--- src/rtl/core/atlp_pkg.sv ---
package atlp_pkg;

  // Line length handling: bytes at position LineLimit-1 and beyond are dropped
  localparam int unsigned LineLimit = 256;
  localparam int unsigned PosW      = $clog2(LineLimit);
  localparam logic [PosW-1:0] PosMax = PosW'(LineLimit - 1);

  localparam int unsigned ByteW  = 8;
  localparam int unsigned ValueW = 32;
  localparam int unsigned KindW  = 2;
  localparam int unsigned FieldW = 4;

  localparam logic [FieldW-1:0] FieldMax = '1;
  localparam logic [ValueW-1:0] MagMax   = 32'h7FFF_FFFF;

  // ASCII codes
  localparam logic [ByteW-1:0] CharM     = 8'h6D;
  localparam logic [ByteW-1:0] CharT     = 8'h74;
  localparam logic [ByteW-1:0] CharL     = 8'h6C;
  localparam logic [ByteW-1:0] CharR     = 8'h72;
  localparam logic [ByteW-1:0] CharS     = 8'h73;
  localparam logic [ByteW-1:0] CharA     = 8'h61;
  localparam logic [ByteW-1:0] CharY     = 8'h79;
  localparam logic [ByteW-1:0] CharComma = 8'h2C;
  localparam logic [ByteW-1:0] CharMinus = 8'h2D;
  localparam logic [ByteW-1:0] CharNl    = 8'h0A;
  localparam logic [ByteW-1:0] CharZero  = 8'h30;
  localparam logic [ByteW-1:0] CharNine  = 8'h39;

  typedef enum logic [2:0] {
    TypeNone  = 3'd0,
    TypeLeft  = 3'd1,
    TypeRight = 3'd2,
    TypeAccel = 3'd3,
    TypeGyro  = 3'd4
  } line_type_e;

  // Result kind codes
  localparam logic [KindW-1:0] KindLeft  = 2'd0;
  localparam logic [KindW-1:0] KindRight = 2'd1;
  localparam logic [KindW-1:0] KindAccel = 2'd2;
  localparam logic [KindW-1:0] KindGyro  = 2'd3;

endpackage

--- src/rtl/core/atlp_rx_if.sv ---
interface atlp_rx_if;
  import atlp_pkg::*;

  logic             valid;
  logic             ready;
  logic [ByteW-1:0] rx_byte;

  modport source (output valid, output rx_byte, input ready);
  modport sink   (input valid, input rx_byte, output ready);
endinterface

--- src/rtl/core/atlp_res_if.sv ---
interface atlp_res_if;
  import atlp_pkg::*;

  logic                     valid;
  logic                     ready;
  logic        [KindW-1:0]  line_kind;
  logic signed [ValueW-1:0] value_a;
  logic signed [ValueW-1:0] value_b;
  logic signed [ValueW-1:0] value_c;

  modport source (output valid, output line_kind, output value_a, output value_b,
                  output value_c, input ready);
  modport sink   (input valid, input line_kind, input value_a, input value_b,
                  input value_c, output ready);
endinterface

--- src/rtl/core/ascii_telemetry_line_parser.sv ---
// Timing: a byte is registered in the input register on accept and parsed from there; the result of a
//   newline is loaded into the result register, which drives res_o.
// Throughput: one byte per cycle while no result waits on res_o with the input register full.
//   rx_i stalls only while a result waits on res_o and the input register is full.
// Reset (rst_ni low, asynchronous): parser state cleared to the start of an empty line,
//   both the input register and the result register empty.
module ascii_telemetry_line_parser (
  input  logic        clk_i,
  input  logic        rst_ni,
  atlp_rx_if.sink     rx_i,
  atlp_res_if.source  res_o
);
  import atlp_pkg::*;

  // Input register
  logic             in_valid_q, in_valid_d;
  logic [ByteW-1:0] in_byte_q;
  logic             advance;

  // Parser state
  logic [PosW-1:0]   pos_q, pos_d;
  logic [ByteW-1:0]  prefix0_q, prefix0_d;
  logic [ByteW-1:0]  prefix1_q, prefix1_d;
  line_type_e        type_q, type_d, type_n;
  logic [FieldW-1:0] field_q, field_d;
  logic [ValueW-1:0] acc_q, acc_d;
  logic              minus_q, minus_d;
  logic [ValueW-1:0] cap_q [3];
  logic [ValueW-1:0] cap_d [3];

  // Result register
  logic              out_valid_q, out_valid_d;
  logic [KindW-1:0]  out_kind_q, out_kind_d;
  logic [ValueW-1:0] out_val_q [3];
  logic [ValueW-1:0] out_val_d [3];

  // Scratch
  logic              emit;
  logic [2:0]        slot_nl, slot_pb;
  logic [ValueW-1:0] commit_val;
  logic [PosW-1:0]   start_pos;
  logic [ValueW+3:0] acc_x10;
  logic [3:0]        digit;

  // Captured-value slot (one-hot) for the current field of a line type
  function automatic logic [2:0] slot_of(line_type_e t, logic [FieldW-1:0] f);
    logic [2:0] s;
    s = 3'b000;
    case (t)
      TypeLeft, TypeRight: if (f == FieldW'(0)) s = 3'b001;
      TypeAccel: begin
        if (f == FieldW'(2)) s = 3'b001;
        else if (f == FieldW'(5)) s = 3'b010;
        else if (f == FieldW'(7)) s = 3'b100;
      end
      TypeGyro: begin
        if (f == FieldW'(0)) s = 3'b001;
        else if (f == FieldW'(1)) s = 3'b010;
        else if (f == FieldW'(2)) s = 3'b100;
      end
      default: s = 3'b000;
    endcase
    return s;
  endfunction

  function automatic logic [KindW-1:0] kind_of(line_type_e t);
    logic [KindW-1:0] k;
    case (t)
      TypeLeft:  k = KindLeft;
      TypeRight: k = KindRight;
      TypeAccel: k = KindAccel;
      TypeGyro:  k = KindGyro;
      default:   k = KindLeft;
    endcase
    return k;
  endfunction

  // Handshake: parse when the result slot is free or being drained
  assign advance    = in_valid_q && (!out_valid_q || res_o.ready);
  assign rx_i.ready = !in_valid_q || advance;
  assign in_valid_d = (in_valid_q && !advance) || (rx_i.valid && rx_i.ready);

  // Signed field value from magnitude and sign parity
  assign commit_val = minus_q ? (ValueW'(0) - acc_q) : acc_q;

  // Decimal accumulate, saturating at MagMax
  assign digit   = in_byte_q[3:0] - CharZero[3:0];
  assign acc_x10 = ({4'b0, acc_q} << 3) + ({4'b0, acc_q} << 1) + (ValueW + 4)'(digit);

  // Parser next state and result load
  always_comb begin
    pos_d     = pos_q;
    prefix0_d = prefix0_q;
    prefix1_d = prefix1_q;
    type_d    = type_q;
    type_n    = type_q;
    field_d   = field_q;
    acc_d     = acc_q;
    minus_d   = minus_q;
    cap_d     = cap_q;
    emit      = 1'b0;
    slot_nl   = slot_of(type_q, field_q);
    slot_pb   = 3'b000;
    start_pos = PosW'(3);
    out_kind_d = out_kind_q;
    out_val_d  = out_val_q;

    if (advance) begin
      if (in_byte_q == CharNl) begin
        // End of line: commit open field, report if the line type is known, start fresh
        if (type_q != TypeNone) begin
          emit       = 1'b1;
          out_kind_d = kind_of(type_q);
          for (int i = 0; i < 3; i++) begin
            out_val_d[i] = slot_nl[i] ? commit_val : cap_q[i];
          end
        end
        pos_d     = '0;
        prefix0_d = '0;
        prefix1_d = '0;
        type_d    = TypeNone;
        field_d   = '0;
        acc_d     = '0;
        minus_d   = 1'b0;
        for (int i = 0; i < 3; i++) cap_d[i] = '0;
      end else if (pos_q < PosMax) begin
        // Prefix recognition
        if (pos_q == PosW'(0)) begin
          prefix0_d = in_byte_q;
        end else if (pos_q == PosW'(1)) begin
          prefix1_d = in_byte_q;
          if (prefix0_q == CharS && in_byte_q == CharA) type_n = TypeAccel;
          else if (prefix0_q == CharS && in_byte_q == CharY) type_n = TypeGyro;
        end else if (pos_q == PosW'(2) && type_q == TypeNone) begin
          if (prefix0_q == CharM && prefix1_q == CharT) begin
            if (in_byte_q == CharL) type_n = TypeLeft;
            else if (in_byte_q == CharR) type_n = TypeRight;
          end
        end
        type_d = type_n;

        // Field parsing
        start_pos = (type_n == TypeAccel || type_n == TypeGyro) ? PosW'(2) : PosW'(3);
        slot_pb   = slot_of(type_n, field_q);
        if (type_n != TypeNone && pos_q >= start_pos) begin
          if (in_byte_q == CharComma) begin
            if (pos_q != start_pos) begin
              for (int i = 0; i < 3; i++) begin
                if (slot_pb[i]) cap_d[i] = commit_val;
              end
              if (field_q < FieldMax) field_d = field_q + FieldW'(1);
              acc_d   = '0;
              minus_d = 1'b0;
            end
          end else if (in_byte_q == CharMinus) begin
            minus_d = !minus_q;
          end else if (in_byte_q >= CharZero && in_byte_q <= CharNine) begin
            acc_d = (acc_x10 > {4'b0, MagMax}) ? MagMax : acc_x10[ValueW-1:0];
          end
        end
        pos_d = pos_q + PosW'(1);
      end
    end
  end

  assign out_valid_d = (out_valid_q && !res_o.ready) || emit;

  // Control and parser state registers
  always_ff @(posedge clk_i or negedge rst_ni) begin
    if (!rst_ni) begin
      in_valid_q  <= 1'b0;
      out_valid_q <= 1'b0;
      pos_q       <= '0;
      prefix0_q   <= '0;
      prefix1_q   <= '0;
      type_q      <= TypeNone;
      field_q     <= '0;
      acc_q       <= '0;
      minus_q     <= 1'b0;
      for (int i = 0; i < 3; i++) cap_q[i] <= '0;
    end else begin
      in_valid_q  <= in_valid_d;
      out_valid_q <= out_valid_d;
      pos_q       <= pos_d;
      prefix0_q   <= prefix0_d;
      prefix1_q   <= prefix1_d;
      type_q      <= type_d;
      field_q     <= field_d;
      acc_q       <= acc_d;
      minus_q     <= minus_d;
      cap_q       <= cap_d;
    end
  end

  // Payload registers
  always_ff @(posedge clk_i) begin
    if (rx_i.valid && rx_i.ready) in_byte_q <= rx_i.rx_byte;
    out_kind_q <= out_kind_d;
    out_val_q  <= out_val_d;
  end

  assign res_o.valid     = out_valid_q;
  assign res_o.line_kind = out_kind_q;
  assign res_o.value_a   = out_val_q[0];
  assign res_o.value_b   = out_val_q[1];
  assign res_o.value_c   = out_val_q[2];

`ifndef SYNTH
  // A new result only follows a parsed newline
  a_result_from_newline: assert property (@(posedge clk_i) disable iff (!rst_ni)
    $rose(out_valid_q) |-> $past(advance && in_byte_q == CharNl))
    else $error("result raised without a newline");

  // Line position never passes the saturation point
  a_pos_bound: assert property (@(posedge clk_i) disable iff (!rst_ni)
    pos_q <= PosMax)
    else $error("line position out of range");

  // A newline leaves the parser at the start of an empty line
  a_newline_clears: assert property (@(posedge clk_i) disable iff (!rst_ni)
    (advance && in_byte_q == CharNl) |=>
      (pos_q == '0 && type_q == TypeNone && field_q == '0 && acc_q == '0 && !minus_q))
    else $error("line state not cleared after newline");

  // Input stalls only with a byte held that cannot be parsed
  a_stall_cause: assert property (@(posedge clk_i) disable iff (!rst_ni)
    !rx_i.ready |-> (in_valid_q && out_valid_q && !res_o.ready))
    else $error("input stalled without cause");
`endif

endmodule

--- src/flat_wrapper.sv ---
// flat-port wrapper written by rule: the top's interface ports become plain ports
module ascii_telemetry_line_parser_flat import atlp_pkg::*;
  (clk_i, rst_ni, rx_i_valid, rx_i_rx_byte, rx_i_ready, res_o_valid, res_o_line_kind, res_o_value_a, res_o_value_b, res_o_value_c, res_o_ready);
  atlp_rx_if rx_i_i ();
  atlp_res_if res_o_i ();
  input  logic clk_i;
  input  logic rst_ni;
  input wire logic [$bits(rx_i_i.valid)-1:0] rx_i_valid;
  input wire logic [$bits(rx_i_i.rx_byte)-1:0] rx_i_rx_byte;
  output wire logic [$bits(rx_i_i.ready)-1:0] rx_i_ready;
  output wire logic [$bits(res_o_i.valid)-1:0] res_o_valid;
  output wire logic [$bits(res_o_i.line_kind)-1:0] res_o_line_kind;
  output wire logic [$bits(res_o_i.value_a)-1:0] res_o_value_a;
  output wire logic [$bits(res_o_i.value_b)-1:0] res_o_value_b;
  output wire logic [$bits(res_o_i.value_c)-1:0] res_o_value_c;
  input wire logic [$bits(res_o_i.ready)-1:0] res_o_ready;
  assign rx_i_i.valid = rx_i_valid;
  assign rx_i_i.rx_byte = rx_i_rx_byte;
  assign rx_i_ready = rx_i_i.ready;
  assign res_o_valid = res_o_i.valid;
  assign res_o_line_kind = res_o_i.line_kind;
  assign res_o_value_a = res_o_i.value_a;
  assign res_o_value_b = res_o_i.value_b;
  assign res_o_value_c = res_o_i.value_c;
  assign res_o_i.ready = res_o_ready;
  ascii_telemetry_line_parser u_core (.clk_i(clk_i), .rst_ni(rst_ni), .rx_i(rx_i_i), .res_o(res_o_i));
endmodule
--- config.mk ---
export PLATFORM = sky130hd
export DESIGN_NAME = ascii_telemetry_line_parser_flat
export DESIGN_NICKNAME = d
export VERILOG_FILES = /design/src/rtl/core/atlp_pkg.sv /design/src/rtl/core/atlp_rx_if.sv /design/src/rtl/core/atlp_res_if.sv /design/src/rtl/core/ascii_telemetry_line_parser.sv /design/src/flat_wrapper.sv
export SDC_FILE = /design/constraint.sdc
export NUM_CORES = 1
export LEC_CHECK = 0
export BUFFER_PORTS_ARGS = -buffer_cell sky130_fd_sc_hd__buf_2
export CORE_ASPECT_RATIO = 1.2
export CORE_MARGIN = 2
export CORE_UTILIZATION = 45
export CTS_CLUSTER_DIAMETER = 50
export DETAILED_ROUTE_END_ITERATION = 10
export GPL_TIMING_DRIVEN = 0
export PLACE_DENSITY = 0.63
export SYNTH_ARGS = -nofsm -noshare
export SYNTH_HDL_FRONTEND = slang
export SYNTH_SLANG_ARGS = --single-unit
--- constraint.sdc ---
create_clock -name clk_i -period 8.25 [get_ports clk_i]
set_clock_uncertainty 0.1 [all_clocks]
set_input_delay 0 -clock clk_i [delete_from_list [all_inputs] [get_ports clk_i]]
set_output_delay 0 -clock clk_i [all_outputs]
set_load 0.005 [all_outputs]
==> reports/summary.txt, run 1 <==
CTS tree = built
Area growth, synth to finish = 15.7%
Count of cell types in the netlist = 72
Kind of end point of the critical path = flop
MaxCap Viol Count = 0
Root cell of the clock tree = clkbuf_16
# fillers = 2792
Post-synthesis register bit count = 268
Normalized max-slew margin = 16.3%
Fmax achieved = 0.196 GHz
Cells after Synth = 1360
Worst-Margin Slew = 1.26 ns
Final Wtd Congestion = 0.885
Most frequent cells after synthesis = a21oi_1, dfrtp_1, nor2_1
Critical path's slowest cell = a22oi_1
CP Class = flop to flop
Chip Width = 165 µm
Worst path max stage delay = 0.52 ns
Final hold slack = -0.0366 ns
Reg area = 7240 µm²
CTS sink count = 268
Gr ovfl total = 0
Non-Filler Instances = 1934
Antenna Cells = 0
Core Rows = 70
Setup crit start kind = flop
Final slew viol count = 0
WL/cell = 18.2 µm
Core Region = 30500 µm²
P_leak = 6.49 nW
Yosys top cell by area = dfrtp_1
TritonRoute pass-1 iters = 7
Most numerous cell in the Yosys netlist = a21oi_1
Final setup viols = 0
Util after Layout = 52.8%
Sequential share of the synthesized area = 52.0%
Crit-path cells = inv_1 -> ha_1 -> nand2b_1 -> nor4_2 -> and3_1 -> o21bai_1 -> a22oi_1 -> and2_1 -> nor2_1 -> ha_1 -> and4_1 -> nor3_1 -> nor2_1 -> a211oi_1 -> o21ai_1 -> clkbuf_1 -> nand2_1 -> o21ai_0
Final min period = 5.10 ns
CTS buffer count = 29
Run status = finished, violations left
CTS Buffer Depth = 3
Final nets = 1604
RSZ-0062 raised after global routing = no
Mapped Avg Cell Area = 10.2 µm²
Total GRT Usage = 22.2%
Height of the die = 197 µm
VDD IR max = 163 µV
Synth top area share = 29.1%
1st-iter DRT viols = 717
DRC = 0
Via density = 5.56
Insertion delay to the later sink of the worst-skew pair = 0.55 ns
Cells after DPL = 1870
Failing checks = negative hold slack
Area of the multi-input gates = 6230 µm²
Setup_tns = 0 ns
Critical Path RT = 8.54 ns
CTS clk-pin slew, worst paths = 0.07 ns
Initial antenna violation count = 0
Post-synth EDFFs = 106
Post-Syn Nets = 1447
Routed wire length = 35200 µm
Effective utilization at floorplan = 45.7%
PwrDens = 274 nW/µm²
IO Count = 112
Largest net degree at the start of global routing = 97
Top post-synthesis cells by area = dfrtp_1, edfxtp_1, ha_1
Final hold viol count = 33
Via count = 10700
Number of global-route vias before repair = 10900
Final WS setup = 3.15 ns
H-tree depth = 1
Netlist Area Pre-Place = 13900 µm²
Critical path fanouts, max = 10
Main synth FF type = dfrtp_1
DPL Wire Length = 25400 µm
Worst slack, placed = 3.21 ns
First-pass GRT wire length = 57000 µm
Layout cells sized above 1 = 13.5%
Die area = 32400 µm²
Port bufs = 111
Crit path DAT = 5.39 ns
Post-synth ARST share = 60.4%
Warnings from Yosys = 0
Routed Antenna Nets = 0
Total power = 4.41 mW
Final worst-path cycle share = 61.8%
Hold WC Path Type = primary input to async pin
sequential cells by signal, summed over array words and instances, names as in the netlist, 3 cells and up:
register and cells:
u_core.cap_q 96, u_core.prefix1_q 8, u_core.res_o.value_c 32, u_core.in_byte_q 8, u_core.type_q 3, u_core.prefix0_q 8, u_core.pos_q 8, u_core.res_o.value_a 32
u_core.field_q 4, u_core.res_o.value_b 32, u_core.acc_q 32
what timing repair did:
action / CTS / global route
setup buffers: 0 / 0
setup endpoints to repair: 0 / 0
hold buffers: 12 / 0
gates resized for setup: 0 / 0
hold endpoints to repair: 181 / 0
worst paths after layout:
check | start | endpoint | slack [ns] | cells past startpoint
setup reg to reg | u_core.pos_q[0] | u_core.cap_q[34] | 3.15 | 18
hold / removal | rst_ni | u_core.prefix0_q[1] | -0.04 | 2
max in group asynchronous | rst_ni | u_core.cap_q[85] | 7.26 | 3
min in group clk_i | rx_i_rx_byte[5] | u_core.in_byte_q[5] | 0.06 | 2
setup / recovery | u_core.pos_q[0] | u_core.cap_q[34] | 3.15 | 18
hold reg to reg | u_core.cap_q[33] | u_core.cap_q[33] | 0.38 | 2
layout make-up:
type / instances / area share [%]
timing repair buffer: 126 / 4.68
buffer: 60 / 1.72
tap: 396 / 3.08
sequential: 268 / 44.9
clock inverter: 19 / 1.11
multi-input combinational: 984 / 38.7
inverter: 48 / 1.12
clock buffer: 33 / 4.66
cell usage in the layout, fill, tap and decap left out, types with 45 or more instances in the layout:
master / synthesis / final
nand2_1: 128 / 128
buf_2: 8 / 118
ha_1: 73 / 73
clkbuf_1: 44 / 47
inv_1: 48 / 48
o21ai_0: 111 / 111
dfrtp_1: 162 / 162
xor2_1: 45 / 45
edfxtp_1: 106 / 106
a21oi_1: 167 / 167
nor2_1: 136 / 135
cell families (layout without fill, tap and decap cells):
| logic type | Yosys count | after routing | share of synthesized area (%) |
|---|---|---|---|
| xor gates and xnor gates | 67 | 67 | 4.22 |
| adders and majority gates | 75 | 75 | 6.85 |
| buffers and inverters | 108 | 286 | 3.28 |
| and+or+nand+nor | 401 | 401 | 13.7 |
| DFF | 268 | 268 | 52.0 |
| AOI/OAI and AO/OA | 394 | 394 | 16.4 |
| muxes | 47 | 47 | 3.49 |
worst max-delay path: cells and delay by family, from the launching register on:
| family | cells | cell delay, ns |
|---|---|---|
| AO/OA/AOI/OAI | 5 | 1.58 |
| AND/OR/NAND/NOR | 9 | 1.73 |
| buffers and inverters | 2 | 0.52 |
| flip-flops | 1 | 0.45 |
| adder cells (fa/ha/maj) | 2 | 0.55 |
metrics by stage:
step / hold slack [ns] / area, µm²
after floorplan: -0.396 / 13900
after global placement: 0.0760 / 15000
after detailed placement: -0.00897 / 15100
after CTS: 0.00116 / 16100
after global routing: 0.0199 / 16100
final: -0.0366 / 16100
power breakdown:
| group | total [mW] | internal, mW | switching, mW |
|---|---|---|---|
| combinational | 1.42 | 0.536 | 0.888 |
| sequential | 1.72 | 1.53 | 0.194 |
| clock | 1.27 | 0.723 | 0.545 |
| total | 4.41 | 2.78 | 1.63 |
layer usage:
metal / up-vias / GRT usage, % / wire length, µm
li1: 5192 / - / -
met1: 5229 / 29.9 / 15700
met2: 266 / 38.0 / 17200
met3: 60 / 2.13 / 1530
met4: 0 / 6.63 / 789
met5: - / 0 / 0
No activity file was read; power rests on OpenSTA's default activity.
==> run 2, diff against run 1 <==
--- a/config.mk
+++ b/config.mk
@@ -12,7 +12,7 @@
 export CTS_CLUSTER_DIAMETER = 50
 export DETAILED_ROUTE_END_ITERATION = 10
 export GPL_TIMING_DRIVEN = 0
-export PLACE_DENSITY = 0.63
+export PLACE_DENSITY = 0.65
 export SYNTH_ARGS = -nofsm -noshare
 export SYNTH_HDL_FRONTEND = slang
 export SYNTH_SLANG_ARGS = --single-unit
==> constraint.sdc (replaced) <==
create_clock -name clk_i -period 4.2 [get_ports clk_i]
set_clock_uncertainty 0.1 [all_clocks]
set_input_delay 0 -clock clk_i [delete_from_list [all_inputs] [get_ports clk_i]]
set_output_delay 0 -clock clk_i [all_outputs]
set_load 0.005 [all_outputs]
==> reports/summary.txt, run 2 (synthesis results as in run 1) <==
Clk pwr share = 27.9% (-0.8 points)
Reg-to-reg startpoint = u_core.pos_q[7]
Switching share of power = 37.2% (+0.35 points)
H-tree depth = 1 (unchanged)
First-pass GRT wire length = 56300 µm (-1.2%)
Run status = complete, no violations
Cells after DPL = 1870 (unchanged)
Routed Antenna Nets = 0 (unchanged)
Fmax achieved = 0.249 GHz (+27%)
Non-Filler Instances = 1949 (+0.78%)
Core Rows = 70 (unchanged)
CTS buffer count = 28 (-3.4%)
Util after Layout = 53.9% (+1.0 points)
Layout cells sized above 1 = 16.2% (+2.6 points)
Gr ovfl total = 0 (unchanged)
Core Region = 30500 µm² (unchanged)
Hold endpoint = u_core.in_byte_q[1]
Seq pwr share = 38.8% (-0.2 points)
IO Count = 112 (unchanged)
Commonest non-fill, non-tap cell in the layout = a21oi_1
Final min period = 4.02 ns (-1.08 ns)
Final slew viol count = 0 (unchanged)
Comb power frac = 33.3% (+1.0 points)
CTS Buffer Depth = 3 (unchanged)
Die area = 32400 µm² (unchanged)
Kind of end point of the critical path = flop
Hold Crit Start = rx_i_rx_byte[1]
CTS clk-pin slew, worst paths = 0.07 ns (about the same)
Worst-Margin Slew = 1.27 ns (+0.0166 ns)
Final hold viol count = 0 (-100%)
P_sw = 3.24 mW (+99%)
Placed Area = 15100 µm² (unchanged)
Reg-to-reg endpoint = u_core.cap_q[47]
Initial antenna violation count = 0 (unchanged)
Port bufs = 111 (unchanged)
Final Wtd Congestion = 0.885 (about the same)
CTS sink count = 268 (unchanged)
PwrDens = 529 nW/µm² (+93%)
# fillers = 2675 (-4.2%)
Crit path DAT = 4.33 ns (-1.06 ns)
Largest net degree at the start of global routing = 121 (+25%)
Largest register by flop count = u_core.cap_q
Total power = 8.69 mW (+97%)
DRC = 0 (unchanged)
Critical path fanouts, max = 10 (unchanged)
Height of the die = 197 µm (unchanged)
Area of the multi-input gates = 6380 µm² (+2.3%)
WL/cell = 18.0 µm (-0.74%)
Critical Path RT = 4.51 ns (-4.03 ns)
Insertion delay to the later sink of the worst-skew pair = 0.57 ns (+0.02 ns)
Hold WC Path Type = primary input to flop
CTS tree = built
Most frequent cells in the layout = a21oi_1, dfrtp_1, nor2_1, nand2_1, buf_2
Effective utilization at floorplan = 45.7% (unchanged)
Setup crit start kind = flop
TritonRoute pass-1 iters = 5 (-2)
Final setup viols = 0 (unchanged)
Max reg flops = 96 (unchanged)
P_leak = 6.61 nW (+1.8%)
Normalized max-slew margin = 15.2% (-1.1 points)
1st-iter DRT viols = 685 (-4.5%)
Reg area = 7240 µm² (about the same)
Total GRT Usage = 22.0% (-0.21 points)
Antenna Cells = 0 (unchanged)
Via density = 5.58 (+0.35%)
Hold Crit Depth = 2
Routed wire length = 35200 µm (about the same)
FF-to-FF setup slack = 0.18 ns (-2.97 ns)
Final Cell Area = 16400 µm² (+1.9%)
Final worst-path cycle share = 95.7% (+34 points)
VDD IR max = 383 µV (+130%)
Worst Reg2Reg Path Length in Cells = 16 (-2)
CP Class = flop to flop
Root cell of the clock tree = clkbuf_16
Via count = 10900 (+1.1%)
Number of global-route vias before repair = 10700 (-1.6%)
Chip Width = 165 µm (unchanged)
Area growth, synth to finish = 17.9%
DPL Wire Length = 25300 µm (-0.38%)
Final nets = 1618 (+0.87%)
P_int = 5.45 mW (+96%)
MaxCap Viol Count = 0 (unchanged)
## run 2: worst max-delay path by stage
stage	cells past startpoint	start	slack (ns)	to
global route	18	u_core.pos_q[7]	-0.06	u_core.acc_q[26]
detailed placement	17	u_core.pos_q[0]	-0.80	u_core.cap_q[60]
global placement	18	u_core.pos_q[0]	-0.77	u_core.cap_q[63]
floorplan	19	u_core.pos_q[0]	0.08	u_core.acc_q[1]
finish	16	u_core.pos_q[7]	0.18	u_core.cap_q[47]
CTS	20	u_core.pos_q[1]	0.004	u_core.acc_q[24]
## run 2: power groups by stage
stage / logic (mW) / clock network [mW] / registers, mW
detailed placement: 2.78 / 0 / 3.41
floorplan: 2.13 / 0 / 3.28
CTS: 2.83 / 2.46 / 3.36
global placement: 2.71 / 0 / 3.40
finish: 2.90 / 2.42 / 3.37
global route: 3.23 / 2.57 / 3.40
## run 2: cell type report
cell class,instances,area share (%)
clock buffer,35,4.56
inverter,48,1.10
multi-input combinational,984,38.8
sequential,268,44.1
tap,396,3.02
clock inverter,17,1.01
buffer,59,1.88
timing repair buffer,142,5.48
## run 2: metal layers
layer / wire, µm / global-route usage [%] / vias to the layer above
met2: 17400 / 38.1 / 303
met3: 1580 / 2.04 / 66
met4: 964 / 6.86 / 0
li1: - / - / 5222
met5: 0 / 0 / -
met1: 15200 / 29.1 / 5277
## run 2: metrics by stage
| step | setup WS [ns] | TNS (ns) | hold WS, ns |
|---|---|---|---|
| final | 0.182 | 0 | 0.0373 |
| after floorplan | 0.0788 | 0 | -0.396 |
| after global placement | -0.771 | -113.83 | 0.0762 |
| after CTS | 0.00361 | 0 | 0.0195 |
| after detailed placement | -0.797 | -82.60 | -0.177 |
| after global routing | -0.0645 | -2.20 | 0.0355 |
## run 2: critical path: stages, from the launching register on
cell and delay (ns):
dfrtp_1 0.43, nor4_4 0.38, and2_4 0.22, nand4_1 0.20, o21ai_2 0.27, a22oi_2 0.12, and2_4 0.17, nor2_1 0.15
ha_1 0.26, and4_1 0.17, nor3_2 0.14, nor2_2 0.08, a211oi_2 0.37, o21ai_2 0.25, clkbuf_2 0.30, nand2_1 0.13
o21ai_0 0.11
## run 2: what timing repair did
| action | 4_1_cts | 5_1_grt |
|---|---|---|
| pin swaps | 4 | 11 |
| hold buffers | 14 | 0 |
| setup buffers | 7 | 7 |
| setup endpoints to repair | 131 | 127 |
| hold endpoints to repair | 181 | 0 |
| gates resized for setup | 15 | 44 |
==> run 3, diff against run 2 <==
--- a/config.mk
+++ b/config.mk
@@ -5,14 +5,15 @@
 export SDC_FILE = /design/constraint.sdc
 export NUM_CORES = 1
 export LEC_CHECK = 0
+export ABC_AREA = 0
 export BUFFER_PORTS_ARGS = -buffer_cell sky130_fd_sc_hd__buf_2
 export CORE_ASPECT_RATIO = 1.2
 export CORE_MARGIN = 2
-export CORE_UTILIZATION = 45
+export CORE_UTILIZATION = 25
 export CTS_CLUSTER_DIAMETER = 50
 export DETAILED_ROUTE_END_ITERATION = 10
 export GPL_TIMING_DRIVEN = 0
-export PLACE_DENSITY = 0.65
+export PLACE_DENSITY = 0.41
 export SYNTH_ARGS = -nofsm -noshare
 export SYNTH_HDL_FRONTEND = slang
 export SYNTH_SLANG_ARGS = --single-unit
==> reports/summary.txt, run 3 (synthesis results as in run 1) <==
Run status = complete, no violations
Final Wtd Congestion = 0.813 (-8.1%)
CTS Buffer Depth = 3 (unchanged)
Final nets = 1639 (+1.3%)
Final WS setup = 0.160 ns (-0.0211 ns)
Critical path fanouts, max = 10 (unchanged)
Largest register by flop count = u_core.cap_q
CP Class = flop to flop
Hold Crit Depth = 2 (unchanged)
CTS buffer count = 37 (+32%)
1st-iter DRT viols = 577 (-16%)
Max reg flops = 96 (unchanged)
Antenna Cells = 0 (unchanged)
Hold endpoint = u_core.in_byte_q[3]
Reg-to-reg startpoint = u_core.pos_q[7]
Die area = 57600 µm² (+78%)
Most frequent cells in the layout = a21oi_1, dfrtp_1, nor2_1, nand2_1, buf_2
Final setup viols = 0 (unchanged)
Routed wire length = 42500 µm (+21%)
Final min period = 4.04 ns (+0.0211 ns)
Critical Path RT = 4.54 ns (+0.03 ns)
Hold Crit Start = rx_i_rx_byte[3]
P_leak = 6.83 nW (+3.3%)
CTS sink count = 268 (unchanged)
Non-Filler Instances = 2301 (+18%)
Area growth, synth to finish = 23.9%
Worst slack, placed = -1.14 ns (-0.343 ns)
IO Count = 112 (unchanged)
Effective utilization at floorplan = 25.3% (-20 points)
Total GRT Usage = 14.8% (-7.2 points)
Kind of end point of the critical path = flop
Largest net degree at the start of global routing = 84 (-31%)
Crit path DAT = 4.38 ns (+0.05 ns)
RSZ-0062 raised after global routing = yes
Number of global-route vias before repair = 11000 (+2.2%)
WL/cell = 18.4 µm (+2.2%)
Routed Antenna Nets = 0 (unchanged)
DPL Wire Length = 30000 µm (+19%)
Via density = 4.67 (-16%)
Setup_tns = 0 ns (unchanged)
Root cell of the clock tree = clkbuf_16
DRC = 0 (unchanged)
First-pass GRT wire length = 65600 µm (+16%)
Commonest non-fill, non-tap cell in the layout = a21oi_1
Layout cells sized above 1 = 17.8% (+1.7 points)
VDD IR max = 266 µV (-31%)
CTS clk-pin slew, worst paths = 0.05 ns (-0.02 ns)
Final slew viol count = 0 (unchanged)
Final hold viol count = 0 (unchanged)
TritonRoute pass-1 iters = 5 (unchanged)
Port bufs = 111 (unchanged)
PwrDens = 553 nW/µm² (+4.4%)
Initial antenna violation count = 0 (unchanged)
Worst Reg2Reg Path Length in Cells = 19 (+3)
Reg-to-reg endpoint = u_core.acc_q[3]
Hold WC Path Type = primary input to flop
Setup crit start kind = flop
Final worst-path cycle share = 96.2% (+0.50 points)
Worst Setup SP = u_core.pos_q[7]
FF-to-FF setup slack = 0.16 ns (-0.02 ns)
CTS tree = built
Cells after DPL = 2196 (+17%)
H-tree depth = 2 (+1)
Worst-Margin Slew = 0.975 ns (-0.297 ns)
Core Region = 54900 µm² (+80%)
Insertion delay to the later sink of the worst-skew pair = 0.56 ns (about the same)
MaxCap Viol Count = 0 (unchanged)
Normalized max-slew margin = 35.0% (+20 points)
Chip Width = 219 µm (+33%)
Gr ovfl total = 0 (unchanged)
Via count = 10700 (-1.2%)
Height of the die = 262 µm (+33%)
Core Rows = 94 (+34%)
Final hold slack = 0.0515 ns (+0.0142 ns)
Fmax achieved = 0.248 GHz (-0.52%)
==> run 3: changes by cell type in the layout (fill, tap and decap cells not counted), sizes merged <==
cell,delta
inv,+4
buf,+10
clkbuf,+8
bufinv,+3
clkinvlp,+1
clkinv,+2
==> run 3: final cells by class <==
type                            count  area [µm²]
Timing Repair Buffer              155        1020
Inverter                           48         180
Buffer                             58         287
Fill cell                        5695       37700
Clock inverter                     27         285
Multi-Input combinational cell    984        6400
Sequential cell                   268        7240
Clock buffer                       41         941
Tap cell                          720         901
==> run 3: worst max-delay path by stage <==
stage / endpoint / cells past startpoint
3_3_place_gp: u_core.cap_q[63] / 18
2_1_floorplan: u_core.acc_q[1] / 19
4_1_cts: u_core.cap_q[68] / 19
6_report: u_core.acc_q[3] / 19
3_5_place_dp: u_core.cap_q[63] / 18
5_1_grt: u_core.acc_q[20] / 18
==> run 3: metal layers <==
layer,vias to the layer above,global-route usage (%),share of wire (%)
met4,0,5.30,3.2
met1,5220,18.7,44
met2,195,25.1,49
li1,5260,-,-
met3,66,2.48,3.7
met5,-,0,0
==> run 3: stage by stage <==
| step | power, mW | util, % | area [µm²] |
|---|---|---|---|
| detailed placement | 6.32 | 28.2 | 15500 |
| global placement | 6.29 | 28.0 | 15400 |
| finish | 9.53 | 31.4 | 17300 |
| global route | 10.2 | 31.4 | 17300 |
| CTS | 9.60 | 31.1 | 17100 |
| floorplan | 5.41 | - | 13900 |
==> run 3: power breakdown <==
| group | switching [mW] | leakage, nW | internal (mW) |
|---|---|---|---|
| clock network | 1.27 | 0.584 | 1.89 |
| registers | 0.371 | 2.85 | 3.00 |
| logic | 1.88 | 3.39 | 1.12 |
==> run 3: critical path, cell delays in order, from the launching register on <==
cell and delay, ns:
dfrtp_1 0.43, nor4_4 0.35, buf_4 0.17, and3_1 0.25
nand4_1 0.12, buf_4 0.19, a22oi_2 0.17, and2_4 0.18
nor2_1 0.05, ha_1 0.28, and4_1 0.19, nor3_1 0.17
nor2_1 0.10, a21o_1 0.24, a21oi_4 0.19, o21ai_2 0.11
a2111oi_4 0.19, buf_4 0.20, buf_6 0.16, a21oi_1 0.08
==> run 3: repair_timing <==
| action | 4_1_cts | 5_1_grt |
|---|---|---|
| pin swaps | 4 | 12 |
| hold endpoints to repair | 181 | 0 |
| hold buffers | 14 | 0 |
| endpoints found under the setup margin | 131 | 130 |
| buffers inserted | 13 | 11 |
| resized for setup | 20 | 30 |
